==> config.mk <==
export PLATFORM = sky130hd
export DESIGN_NAME = circular_linked_queue_manager
export DESIGN_NICKNAME = d
export VERILOG_FILES = /design/src/sv/clqm_pkg.sv /design/src/sv/circular_linked_queue_manager.sv
export SDC_FILE = /design/constraint.sdc
export NUM_CORES = 1
export LEC_CHECK = 0
export BUFFER_PORTS_ARGS = -buffer_cell sky130_fd_sc_hd__buf_2
export CAP_MARGIN = 20
export CORE_MARGIN = 4
export CORE_UTILIZATION = 60
export DETAILED_ROUTE_END_ITERATION = 16
export GPL_ROUTABILITY_DRIVEN = 1
export PLACE_DENSITY = 0.73
export RECOVER_POWER = 100
export SLEW_MARGIN = 15
export SYNTH_ARGS = -nofsm -noshare
export SYNTH_HDL_FRONTEND = slang
export SYNTH_SLANG_ARGS = --single-unit
==> constraint.sdc <==
create_clock -name i_clk -period 7.66 [get_ports i_clk]
set_clock_uncertainty 0.05 [all_clocks]
set_input_delay 0.383 -clock i_clk [delete_from_list [all_inputs] [get_ports i_clk]]
set_output_delay 0.383 -clock i_clk [all_outputs]
set_load 0.02 [all_outputs]
==> src/sv/clqm_pkg.sv <==
`timescale 1ns / 1ps

package clqm_pkg;

    // Fixed field widths of the stream payloads.
    localparam int NODE_W     = 4;
    localparam int COUNT_W    = 5;
    localparam int STATUS_W   = 2;
    localparam int S_DATA_W   = 8;
    localparam int M_DATA_W   = 16;
    localparam int S_USER_W   = 1;

    // Default pool size; only slots that the index field can name get storage.
    localparam int POOL_NODES_DEFAULT = 16;

    typedef enum logic [STATUS_W-1:0] {
        ST_OK         = 2'd0,
        ST_LINKED     = 2'd1,
        ST_EMPTY      = 2'd2,
        ST_NOT_MEMBER = 2'd3
    } t_status;

    typedef enum logic {
        OP_APPEND = 1'b0,
        OP_REMOVE = 1'b1
    } t_op;

endpackage

==> src/sv/circular_linked_queue_manager.sv <==
`timescale 1ns / 1ps

// Channel   Dir  Handshake              Payload
// --------  ---  ---------------------  -----------------------------------------------
// s (ops)   in   i_s_tvalid/o_s_tready  tuser: operation; tdata: node_index
// m (res)   out  o_m_tvalid/i_m_tready  tdata: status, count, head_node, is_empty
//
// One operation per cycle is sustained while the result side does not stall; a result passes
// the operation register, then the link table logic, and is written to the result register.
// Reset (synchronous, active low) empties the queue and drops both pipeline registers.
// A stall on the result side holds the result and then the operation register in place.
// Link table entries get no reset; they are read only for slots that are linked.

module circular_linked_queue_manager
    import clqm_pkg::*;
#(
    parameter int POOL_NODES = POOL_NODES_DEFAULT
) (
    input  logic                i_clk,
    input  logic                i_rst_n,
    input  logic                i_s_tvalid,
    output logic                o_s_tready,
    // [3:0] node_index, [7:4] zero
    input  logic [S_DATA_W-1:0] i_s_tdata,
    // [0] operation
    input  logic [S_USER_W-1:0] i_s_tuser,
    output logic                o_m_tvalid,
    input  logic                i_m_tready,
    // [1:0] status, [6:2] count, [10:7] head_node, [11] is_empty, [15:12] zero
    output logic [M_DATA_W-1:0] o_m_tdata
);

    // Slots reachable through the index field.
    localparam int MAX_SLOTS = 1 << NODE_W;
    localparam int SLOTS     = (POOL_NODES < MAX_SLOTS) ? POOL_NODES : MAX_SLOTS;
    localparam int SLOT_W    = (SLOTS > 1) ? $clog2(SLOTS) : 1;
    localparam int CNT_W     = $clog2(SLOTS + 1);

    // Operation register.
    logic              r_in_valid;
    t_op               r_op;
    logic [NODE_W-1:0] r_idx;

    // Queue state. The tail register mirrors prev_link of the head, so an
    // append needs no table read at all.
    logic [SLOT_W-1:0] r_next [SLOTS];
    logic [SLOT_W-1:0] r_prev [SLOTS];
    logic [SLOTS-1:0]  r_linked;
    logic [SLOT_W-1:0] r_head;
    logic [SLOT_W-1:0] r_tail;
    logic [CNT_W-1:0]  r_count;

    // Result register.
    logic                r_out_valid;
    logic [M_DATA_W-1:0] r_out_data;

    logic              w_advance;
    logic              w_in_pool;
    logic [SLOT_W-1:0] w_slot;
    logic              w_is_linked;
    logic [SLOT_W-1:0] w_pred;
    logic [SLOT_W-1:0] w_succ;
    t_status           w_status;
    logic              w_do_append;
    logic              w_do_remove;
    logic [CNT_W-1:0]  n_count;
    logic [SLOT_W-1:0] n_head;
    logic              w_empty_after;
    logic [NODE_W-1:0] w_head_field;

    // The operation register moves on whenever the result register is free or
    // is being drained in this same cycle.
    assign w_advance  = r_in_valid && (!r_out_valid || i_m_tready);
    assign o_s_tready = !r_in_valid || w_advance;

    assign w_in_pool   = {1'b0, r_idx} < (NODE_W + 1)'(SLOTS);
    assign w_slot      = r_idx[SLOT_W-1:0];
    assign w_is_linked = w_in_pool && r_linked[w_slot];
    assign w_pred      = r_prev[w_slot];
    assign w_succ      = r_next[w_slot];

    always_comb begin
        w_status = ST_OK;
        if (r_op == OP_APPEND) begin
            if (!w_in_pool) begin
                w_status = ST_NOT_MEMBER;
            end else if (w_is_linked) begin
                w_status = ST_LINKED;
            end
        end else begin
            // An empty queue is reported before the membership check.
            if (r_count == '0) begin
                w_status = ST_EMPTY;
            end else if (!w_is_linked) begin
                w_status = ST_NOT_MEMBER;
            end
        end
    end

    assign w_do_append = w_advance && (r_op == OP_APPEND) && (w_status == ST_OK);
    assign w_do_remove = w_advance && (r_op == OP_REMOVE) && (w_status == ST_OK);

    always_comb begin
        n_count = r_count;
        n_head  = r_head;
        if (w_do_append) begin
            n_count = r_count + 1'b1;
            if (r_count == '0) begin
                n_head = w_slot;
            end
        end else if (w_do_remove) begin
            n_count = r_count - 1'b1;
            if (r_count == CNT_W'(1)) begin
                n_head = '0;
            end else if (r_head == w_slot) begin
                n_head = w_succ;
            end
        end
    end

    assign w_empty_after = (n_count == '0);
    assign w_head_field  = w_empty_after ? '0 : NODE_W'(n_head);

    // Control state and the queue bookkeeping.
    always_ff @(posedge i_clk) begin
        if (!i_rst_n) begin
            r_in_valid  <= 1'b0;
            r_out_valid <= 1'b0;
            r_linked    <= '0;
            r_head      <= '0;
            r_count     <= '0;
        end else begin
            if (o_s_tready) begin
                r_in_valid <= i_s_tvalid;
            end
            if (w_advance) begin
                r_out_valid <= 1'b1;
            end else if (i_m_tready) begin
                r_out_valid <= 1'b0;
            end
            if (w_do_append) begin
                r_linked[w_slot] <= 1'b1;
            end else if (w_do_remove) begin
                r_linked[w_slot] <= 1'b0;
            end
            r_head  <= n_head;
            r_count <= n_count;
        end
    end

    // Payload registers and link tables, no reset.
    always_ff @(posedge i_clk) begin
        if (o_s_tready) begin
            r_op  <= t_op'(i_s_tuser[0]);
            r_idx <= i_s_tdata[NODE_W-1:0];
        end
        if (w_advance) begin
            r_out_data <= {
                (M_DATA_W - STATUS_W - COUNT_W - NODE_W - 1)'(0),
                w_empty_after,
                w_head_field,
                COUNT_W'(n_count),
                w_status
            };
        end
        if (w_do_append) begin
            r_tail <= w_slot;
            if (r_count == '0) begin
                // A lone node links to itself.
                r_next[w_slot] <= w_slot;
                r_prev[w_slot] <= w_slot;
            end else begin
                // Splice in between the tail and the head.
                r_next[w_slot] <= r_head;
                r_prev[w_slot] <= r_tail;
                r_prev[r_head] <= w_slot;
                r_next[r_tail] <= w_slot;
            end
        end else if (w_do_remove && (r_count != CNT_W'(1))) begin
            r_next[w_pred] <= w_succ;
            r_prev[w_succ] <= w_pred;
            if (r_tail == w_slot) begin
                r_tail <= w_pred;
            end
        end
    end

    assign o_m_tvalid = r_out_valid;
    assign o_m_tdata  = r_out_data;

`ifndef ASSERT_OFF
    // The running count always agrees with the number of linked slots.
    a_count_matches_flags: assert property (@(posedge i_clk) disable iff (!i_rst_n)
        $countones(r_linked) == int'(r_count))
        else $error("node count differs from linked flags");

    // A successful remove takes exactly one node off the count.
    a_remove_decrements: assert property (@(posedge i_clk) disable iff (!i_rst_n)
        (i_rst_n && w_do_remove) |=> (r_count == $past(r_count) - 1'b1))
        else $error("remove did not decrement the count");

    // An empty queue keeps its head slot cleared.
    a_empty_head_zero: assert property (@(posedge i_clk) disable iff (!i_rst_n)
        (r_count == '0) |-> (r_head == '0))
        else $error("head not cleared while empty");

    // A result is never overwritten while it waits on the master side.
    a_no_overwrite: assert property (@(posedge i_clk) disable iff (!i_rst_n)
        (r_out_valid && !i_m_tready) |-> !w_advance)
        else $error("result register overwritten during stall");
`endif

endmodule
== Yosys cells after proc, flatten, opt, wreduce, memory -nomap -nowiden ==
Memories as Yosys holds them, arrays and structs flattened. A register that Yosys moved wholly into a read port is not among the register bits.
Index checks and enable logic that the tools add are counted.
Word-level totals
  word-level logic and storage cells: 88
  bits in writable memories: 128
  output and inout bits: 18
  flip-flop bits (word level): 48
  memories: 2
  bits of input ports: 13
Memory list
  r_next: depth 16, bits a word 4, rd ports 1, clocked after memory_dff 1, write ports 2, RTL line circular_linked_queue_manager.sv:46  | logic [SLOT_W-1:0] r_next [SLOTS];
  r_prev: depth 16, bits a word 4, rd ports 1, clocked after memory_dff 1, write ports 2, RTL line circular_linked_queue_manager.sv:47  | logic [SLOT_W-1:0] r_prev [SLOTS];
Cells by class
  order comparisons: 2
  bitwise logic cells: 6
  add/sub/neg operators: 2
  equality and inequality tests: 4
  multiplexer cells: 41
  reductions and logical operators: 21
Operator list (count)
  4-bit two-way mux: 16
  16-bit two-way mux: 2
  16-bit bitwise AND: 1
  1-bit two-way mux: 16
  16-bit inverter: 1
  16-bit bitwise OR: 1
  5-bit logical NOT: 2
  5-bit two-way mux: 2
  4-bit equality test: 2
  2-bit nonzero test: 4
  4-bit OR reduction: 2
  1-bit logical AND: 7
  2-bit two-way mux: 3
  5-bit by 1-bit adder with 5-bit output, second input constant: 1
  5-bit by 1-bit equality test with 1-bit output, second input constant: 1
  4-bit by 5-bit less-than comparator with 1-bit output, second input constant: 1
  5-bit by 1-bit inequality test with 1-bit output, second input constant: 1
  5-bit by 1-bit subtractor with 5-bit output, second input constant: 1
  1-bit binary-select mux with 4-bit select: 1
  1-bit demux with 4-bit select: 1
  4-bit by 1-bit >= comparator with 1-bit output, second input constant: 1
  1-bit logical NOT: 2
  2-bit logical NOT: 1
  1-bit logical OR: 2
  3 further kinds: 4

== Longest topological paths before layout ==
Gate-level depths: netlist of run 1.
  word-level depth: 13
  depth in mapped cells: 10
  depth with buffers taken out: 9

== Worst setup path after synthesis of run 1 ==
No wires, ideal clock.
  kind: register -> register
  from: reg with a tool-made name
  to: mem r_prev[2][0] (netlist name), enable pin
  setup slack: 4676 ps
  stages on the path, launching flop included: 9
  arrival time: 2573 ps
  setup time: 361 ps
  buffers on the path: 2
  cell sequence: dfxtp_1 buf_2 buf_6 mux4_2 mux4_2 a211oi_1 a22oi_1 or2_0 o21ai_0
RTL lines (RTL line)
  to (decl): circular_linked_queue_manager.sv:47

==> results of run 1 <==
logic make-up (layout without fill, tap and decap cells):
kind of cell | count (synthesis) | in the layout
compound gates | 142 | 142
flops | 180 | 180
buf+inv | 79 | 72
other cells | 1 | 4
simple gates | 170 | 170
fa+ha+maj | 4 | 4
mux | 176 | 176
xor+xnor | 10 | 10
worst paths after layout:
path	to	cells past startpoint
setup reg to reg	r_prev[1][2]$_DFFE_PP_	6
hold reg to reg	flip-flop	2
setup / recovery	r_prev[1][2]$_DFFE_PP_	6
hold / removal	r_op$_DFFE_PN_	1
cells in the final DEF, fill, tap and decap left out, types with 18 or more instances in the layout:
master / count
a31oi_1: 21
edfxtp_1: 149
mux2_2: 112
o21ai_0: 56
clkbuf_1: 21
nand2_1: 28
a21boi_0: 18
mux4_2: 40
dfxtp_1: 30
nand3_1: 30
nor2_1: 32
cell type report:
type                            count  area (µm²)  share of cell area, %
Clock buffer                       18       429.2                  4.079
Clock inverter                     14       182.7                  1.736
Timing Repair Buffer               31       142.6                  1.356
Inverter                            9       33.78                 0.3211
Tap cell                          216       270.3                  2.569
Multi-Input combinational cell    506        4367                  41.50
Sequential cell                   180        5096                  48.44
power breakdown:
group	internal (mW)	total (mW)	switching, mW
Sequential	1.07	1.09	0.0118
Combinational	0.0843	0.211	0.127
Clock	0.544	0.918	0.375
metal layers:
layer  vias to the layer above  part of all wire [%]  track usage, %
met1                      3312                    40           34.68
met3                        59                   7.4           4.922
li1                       2918                     -               -
met4                         0                   3.0           9.742
met5                         -                     0               0
met2                       312                    50           44.30
stage by stage:
stage	std cells	cell area, µm²
2_1_floorplan	765	9864
3_3_place_gp	940	9982
6_report	974	10520
3_5_place_dp	940	9982
5_1_grt	974	10520
4_1_cts	972	10590
==> impl_metrics.json, run 1 <==
{
  "period_minus_slack_ps": 5616,
  "finalWeightedCongestion": 0.8744,
  "cap_violations": 3,
  "cp-end-kind": "flip-flop",
  "overflow": 0,
  "cts_tree": "built",
  "grt_pass1_wl_mm": 37.05,
  "synth-simple-area-share_pct": 9.143,
  "path_cells": "clkbuf_1, mux4_2, mux4_2, a22oi_1, nand2_1, mux2_1",
  "cts-resized-gates": 0,
  "die_w_um": 136.2,
  "cpMostUsedCell": "mux4_2",
  "ys_seq_elements": 180,
  "clock-sinks": 180,
  "cp_num_buf_inv": 1,
  "outcome": "finished with violations",
  "setup_viol": 0,
  "ir_drop_uv": 172.2,
  "rrSetupSlack_ps": 2040,
  "start_util_pct": 61.58,
  "whs_ps": 73.77,
  "nNetsFinal": 762,
  "grt_usage_pct": 26.48,
  "grt_pass1_vias": 6550,
  "worstSetupStartpointType": "flip-flop",
  "violations": "max-capacitance violations, max-slew violations",
  "cp.required_ps": 7790,
  "rows": 46,
  "synthFlopType": "edfxtp_1",
  "synthTopCellsByCount": "edfxtp_1, mux2_2, o21ai_0",
  "critical_path.slowest_cell": "clkbuf_1",
  "fillers": 1215,
  "ys_seq_area_share_pct": 51.71,
  "synthMuxAreaShare_pct": 24.63,
  "ys_async_sr_fraction_pct": 0,
  "routedWlPerCell_um": 23.95,
  "drive_gt1_share_pct": 26.25,
  "numCtsBuffers": 17,
  "synthCells": 762,
  "syn_area_per_cell_um2": 12.93,
  "cp_max_fo": 32,
  "hpwl_mm": 15.54,
  "power.density_nw_per_um2": 210.6,
  "clk_latency_ps": 440,
  "clk_pin_slew_worst_paths_ps": 70,
  "pre_cts_ws_ps": 3244,
  "ctsRootBufferMaster": "clkbuf_16",
  "routed_wl_mm": 23.33,
  "p_total_mw": 2.216,
  "synth_xor_area_share_pct": 0.8889,
  "synth_most_common_cell": "edfxtp_1",
  "hold_violations": 0,
  "yosysUniqueCellTypes": 63,
  "worstPathArrival_ps": 5750,
  "drt_iter0_markers": 869,
  "antenna_cells": 0,
  "coreArea_um2": 16000,
  "synth_edf_count": 149,
  "synth_top_family_by_area": "multiplexers",
  "postCtsHoldBufs": 0,
  "clk_path_buf_depth": 2,
  "drv_slew": 67,
  "grt_antenna_before_repair": 0,
  "via_count": 6601,
  "synth_compound_area_share_pct": 9.524,
  "tightest_slew_ps": 2901,
  "synth_warnings": 0,
  "rsz0062_at_grt": "no",
  "cts_max_level": 4,
  "tns_ps": 0,
  "p_leak_nw": 3.380,
  "viasPerCell": 6.777,
  "die_area_um2": 18540,
  "hp-class": "in -> reg",
  "critPathTopFamily": "buffers and inverters",
  "area_delta_synth_final_pct": 6.781,
  "port_buffers": 22,
  "max_freq_mhz": 178.1,
  "setup_ws_ps": 2044,
  "first_pass_iters": 6,
  "grt_max_degree": 57,
  "synthTopCellsByArea": "edfxtp_1, mux2_2, mux4_2",
  "slew_headroom_pct": -93.43,
  "max_stage_delay_ps": 2040,
  "postLayoutCoreUtil_pct": 65.76,
  "period_share_pct": 73.32,
  "synth_top_area_share_pct": 45.41,
  "drc": 0,
  "yosysTopAreaCell": "edfxtp_1",
  "ios": 31,
  "antenna_left": 0,
  "min-delay-start": "i_s_tuser",
  "synth_fa_ha_area_share_pct": 0.5079,
  "dieHeight_um": 136.2,
  "path_class": "reg -> reg",
  "netlist_area_um2": 9853,
  "post-cts-setup-buffers": 0
}
Power figures use the tool's default switching activity.
==> run 2, diff against run 1 <==
Settings changed: ABC_AREA from default to 1, CORE_UTILIZATION 60 to 57.
Clock period 7.66 ns to 4.72 ns, I/O delays scaled along.
==> run 2 against run 1 <==
The run still ends with max-capacitance violations, max-slew violations left. Core utilization fell by 1.9 points. Via count rose by 26%. Combinational power rose by 55%. Worst setup slack got worse by 1500 ps.
==> impl_metrics.json, run 2 <==
{
  "violations": "max-capacitance violations, max-slew violations",
  "nNetsFinal": 1247,
  "via_count": 8311,
  "critical_path.slowest_cell": "nand2_1",
  "drive_gt1_share_pct": 4.586,
  "ir_drop_uv": 259.8,
  "cp-end-kind": "flip-flop",
  "cp-startpoint": "r_count[0]$_SDFF_PN0_",
  "r2r-start": "r_count[0]$_SDFF_PN0_",
  "viasPerCell": 5.681,
  "grt_max_degree": 74,
  "ys_async_sr_fraction_pct": 0,
  "hold_violations": 0,
  "met1_length_mm": 10.44,
  "hpwl_mm": 16.41,
  "cts_tree": "built",
  "ys_seq_elements": 180,
  "overflow": 0,
  "ctsRootBufferMaster": "clkbuf_16",
  "cp_max_fo": 17,
  "rsz0062_at_grt": "no",
  "clk_path_buf_depth": 2,
  "synth_most_common_cell": "nand2_1",
  "routed_wl_mm": 24.53,
  "synthCells": 1234,
  "rows": 47,
  "hp-class": "in -> reg",
  "synth_xor_area_share_pct": 0.7084,
  "max_freq_mhz": 239.4,
  "synth_top_area_share_pct": 45.24,
  "clk_pin_slew_worst_paths_ps": 70,
  "grt_usage_pct": 25.40,
  "clk_latency_ps": 440,
  "r2r-end": "r_next[4][1]$_DFFE_PP_",
  "critPathTopFamily": "simple AND/OR/NAND/NOR gates",
  "p_leak_nw": 4.693,
  "area_delta_synth_final_pct": 8.628,
  "die_area_um2": 19520,
  "period_minus_slack_ps": 4177,
  "antenna_cells": 0,
  "setup_viol": 0,
  "yosysTopAreaCell": "edfxtp_1",
  "coreArea_um2": 16820,
  "synth_top_family_by_area": "simple AND/OR/NAND/NOR gates",
  "synthMuxAreaShare_pct": 0,
  "dieHeight_um": 139.7,
  "power_switching_mw": 0.8858,
  "wl_met3_mm": 2.113,
  "routedWlPerCell_um": 16.77,
  "yosysUniqueCellTypes": 34,
  "rrSetupSlack_ps": 540,
  "die_w_um": 139.7,
  "worstPathArrival_ps": 4190,
  "syn_area_per_cell_um2": 8.015,
  "max_stage_delay_ps": 610,
  "critical_path_depth": 11,
  "internal-power_mw": 2.801,
  "drc": 0,
  "grt_pass1_wl_mm": 39.76,
  "synthTopCellsByCount": "nand2_1, o21ai_0, edfxtp_1",
  "worstSetupStartpointType": "flip-flop",
  "grt_pass1_vias": 7737,
  "cp.required_ps": 4740,
  "port_buffers": 22,
  "synth_edf_count": 149,
  "synthTopCellsByArea": "edfxtp_1, nand2_1, o21ai_0",
  "comb_power_share_pct": 8.9,
  "clock_power_share_pct": 42.9,
  "drt_iter0_markers": 947,
  "tns_ps": 0,
  "final_cell_mix": "nand2_1, o21ai_0, edfxtp_1",
  "p_seq_share_pct": 48.2,
  "clock-sinks": 180,
  "synthFlopType": "edfxtp_1",
  "finalWeightedCongestion": 0.9396,
  "tightest_slew_ps": 1747,
  "antenna_left": 0,
  "synth-simple-area-share_pct": 23.30,
  "synth_fa_ha_area_share_pct": 0.5060,
  "path_cells": "inv_1, ha_1, nand3_1, nand2_1, nor2_1, o21ai_4, nor2_1, nand2_1, nand2_1, nand3_1, o21ai_0",
  "period_share_pct": 88.49,
  "cpMostUsedCell": "nand2_1",
  "whs_ps": 34.19,
  "cap_violations": 1,
  "cp_num_buf_inv": 1,
  "synth_warnings": 0,
  "first_pass_iters": 8,
  "cp-endpoint": "r_next[4][1]$_DFFE_PP_",
  "top_layer": "met4",
  "layout_commonest_cell": "nand2_1",
  "numCtsBuffers": 17,
  "power.density_nw_per_um2": 343.1,
  "ys_seq_area_share_pct": 51.51,
  "drv_slew": 35,
  "path_class": "reg -> reg",
  "ios": 31,
  "start_util_pct": 58.81,
  "reg2reg_depth": 11,
  "wl_met2_mm": 11.38,
  "slew_headroom_pct": -16.46,
  "netlist_area_um2": 9891,
  "cts-resized-gates": 0,
  "grt_antenna_before_repair": 0,
  "outcome": "finished with violations",
  "synth_compound_area_share_pct": 15.70,
  "p_sw_share_pct": 24.03,
  "cts_max_level": 4
}
-- run 2: per-layer routing --
metal / GRT usage, % / vias up
met4: 7.904 / 0
met2: 40.85 / 339
met1: 34.83 / 3779
li1: - / 4137
met3: 5.317 / 56
met5: 0 / -
-- run 2: timing repair --
item / CTS / global route
hold buffers: 6 / 0
hold endpoints to repair: 10 / 0
setup buffers: 0 / 0
-- run 2: tightest hold or removal path: cells and delay by family --
kind	cells	cell delay, ps
AO/OA/AOI/OAI	1	60
buffers and inverters	2	110
AND/OR/NAND/NOR	1	60
-- run 2: worst min path at each step --
stage / slack (ps) / endpoint / from / cells past startpoint
after floorplan: 280 / r_idx[0]$_DFFE_PN_ / i_s_tdata[0] / 0
after global placement: 370 / r_op$_DFFE_PN_ / i_s_tuser / 1
after detailed placement: 370 / r_op$_DFFE_PN_ / i_s_tuser / 1
after CTS: 20 / o_m_tvalid$_SDFFE_PN0P_ / i_m_tready / 4
after global routing: 50 / o_m_tvalid$_SDFFE_PN0P_ / i_m_tready / 4
final: 30 / o_m_tvalid$_SDFFE_PN0P_ / i_m_tready / 4
-- run 2: power by group through the flow --
stage / logic, mW / clock network (mW) / registers (mW)
2_1_floorplan: 0.242 / 0 / 1.79
3_3_place_gp: 0.312 / 0 / 1.81
3_5_place_dp: 0.319 / 0 / 1.81
4_1_cts: 0.325 / 1.60 / 1.78
5_1_grt: 0.366 / 1.67 / 1.78
6_report: 0.328 / 1.58 / 1.78
-- run 2: cell families (layout without fill, tap and decap cells) --
logic type	after synthesis	after routing
xor gates and xnor gates	8	8
adders and majority gates	4	4
buffers and inverters	201	207
AOI/OAI and AO/OA	288	288
DFF	180	180
other	1	4
and+or+nand+nor	552	552
-- run 2: cell type report --
class,count,area (µm²)
inverter,135,506.7
timing repair buffer,40,247.7
sequential,180,5100
clock inverter,13,216.5
fill,1489,6075
tap,220,275.3
clock buffer,19,442.9
multi-input combinational,856,3955
-- run 2: through the flow --
| stage | instance area [µm²] | setup WS (ps) | util (%) | power, mW | instances |
|---|---|---|---|---|---|
| 3_3_place_gp | 10090 | 938.9 | 59.98 | 2.122 | 1425 |
| 6_report | 10740 | 543.2 | 63.88 | 3.686 | 1463 |
| 2_1_floorplan | 9902 | 1986 | - | 2.035 | 1237 |
| 5_1_grt | 10740 | 244.6 | 63.88 | 3.810 | 1463 |
| 3_5_place_dp | 10090 | 885.3 | 59.98 | 2.129 | 1425 |
| 4_1_cts | 10810 | 863.7 | 64.25 | 3.695 | 1463 |
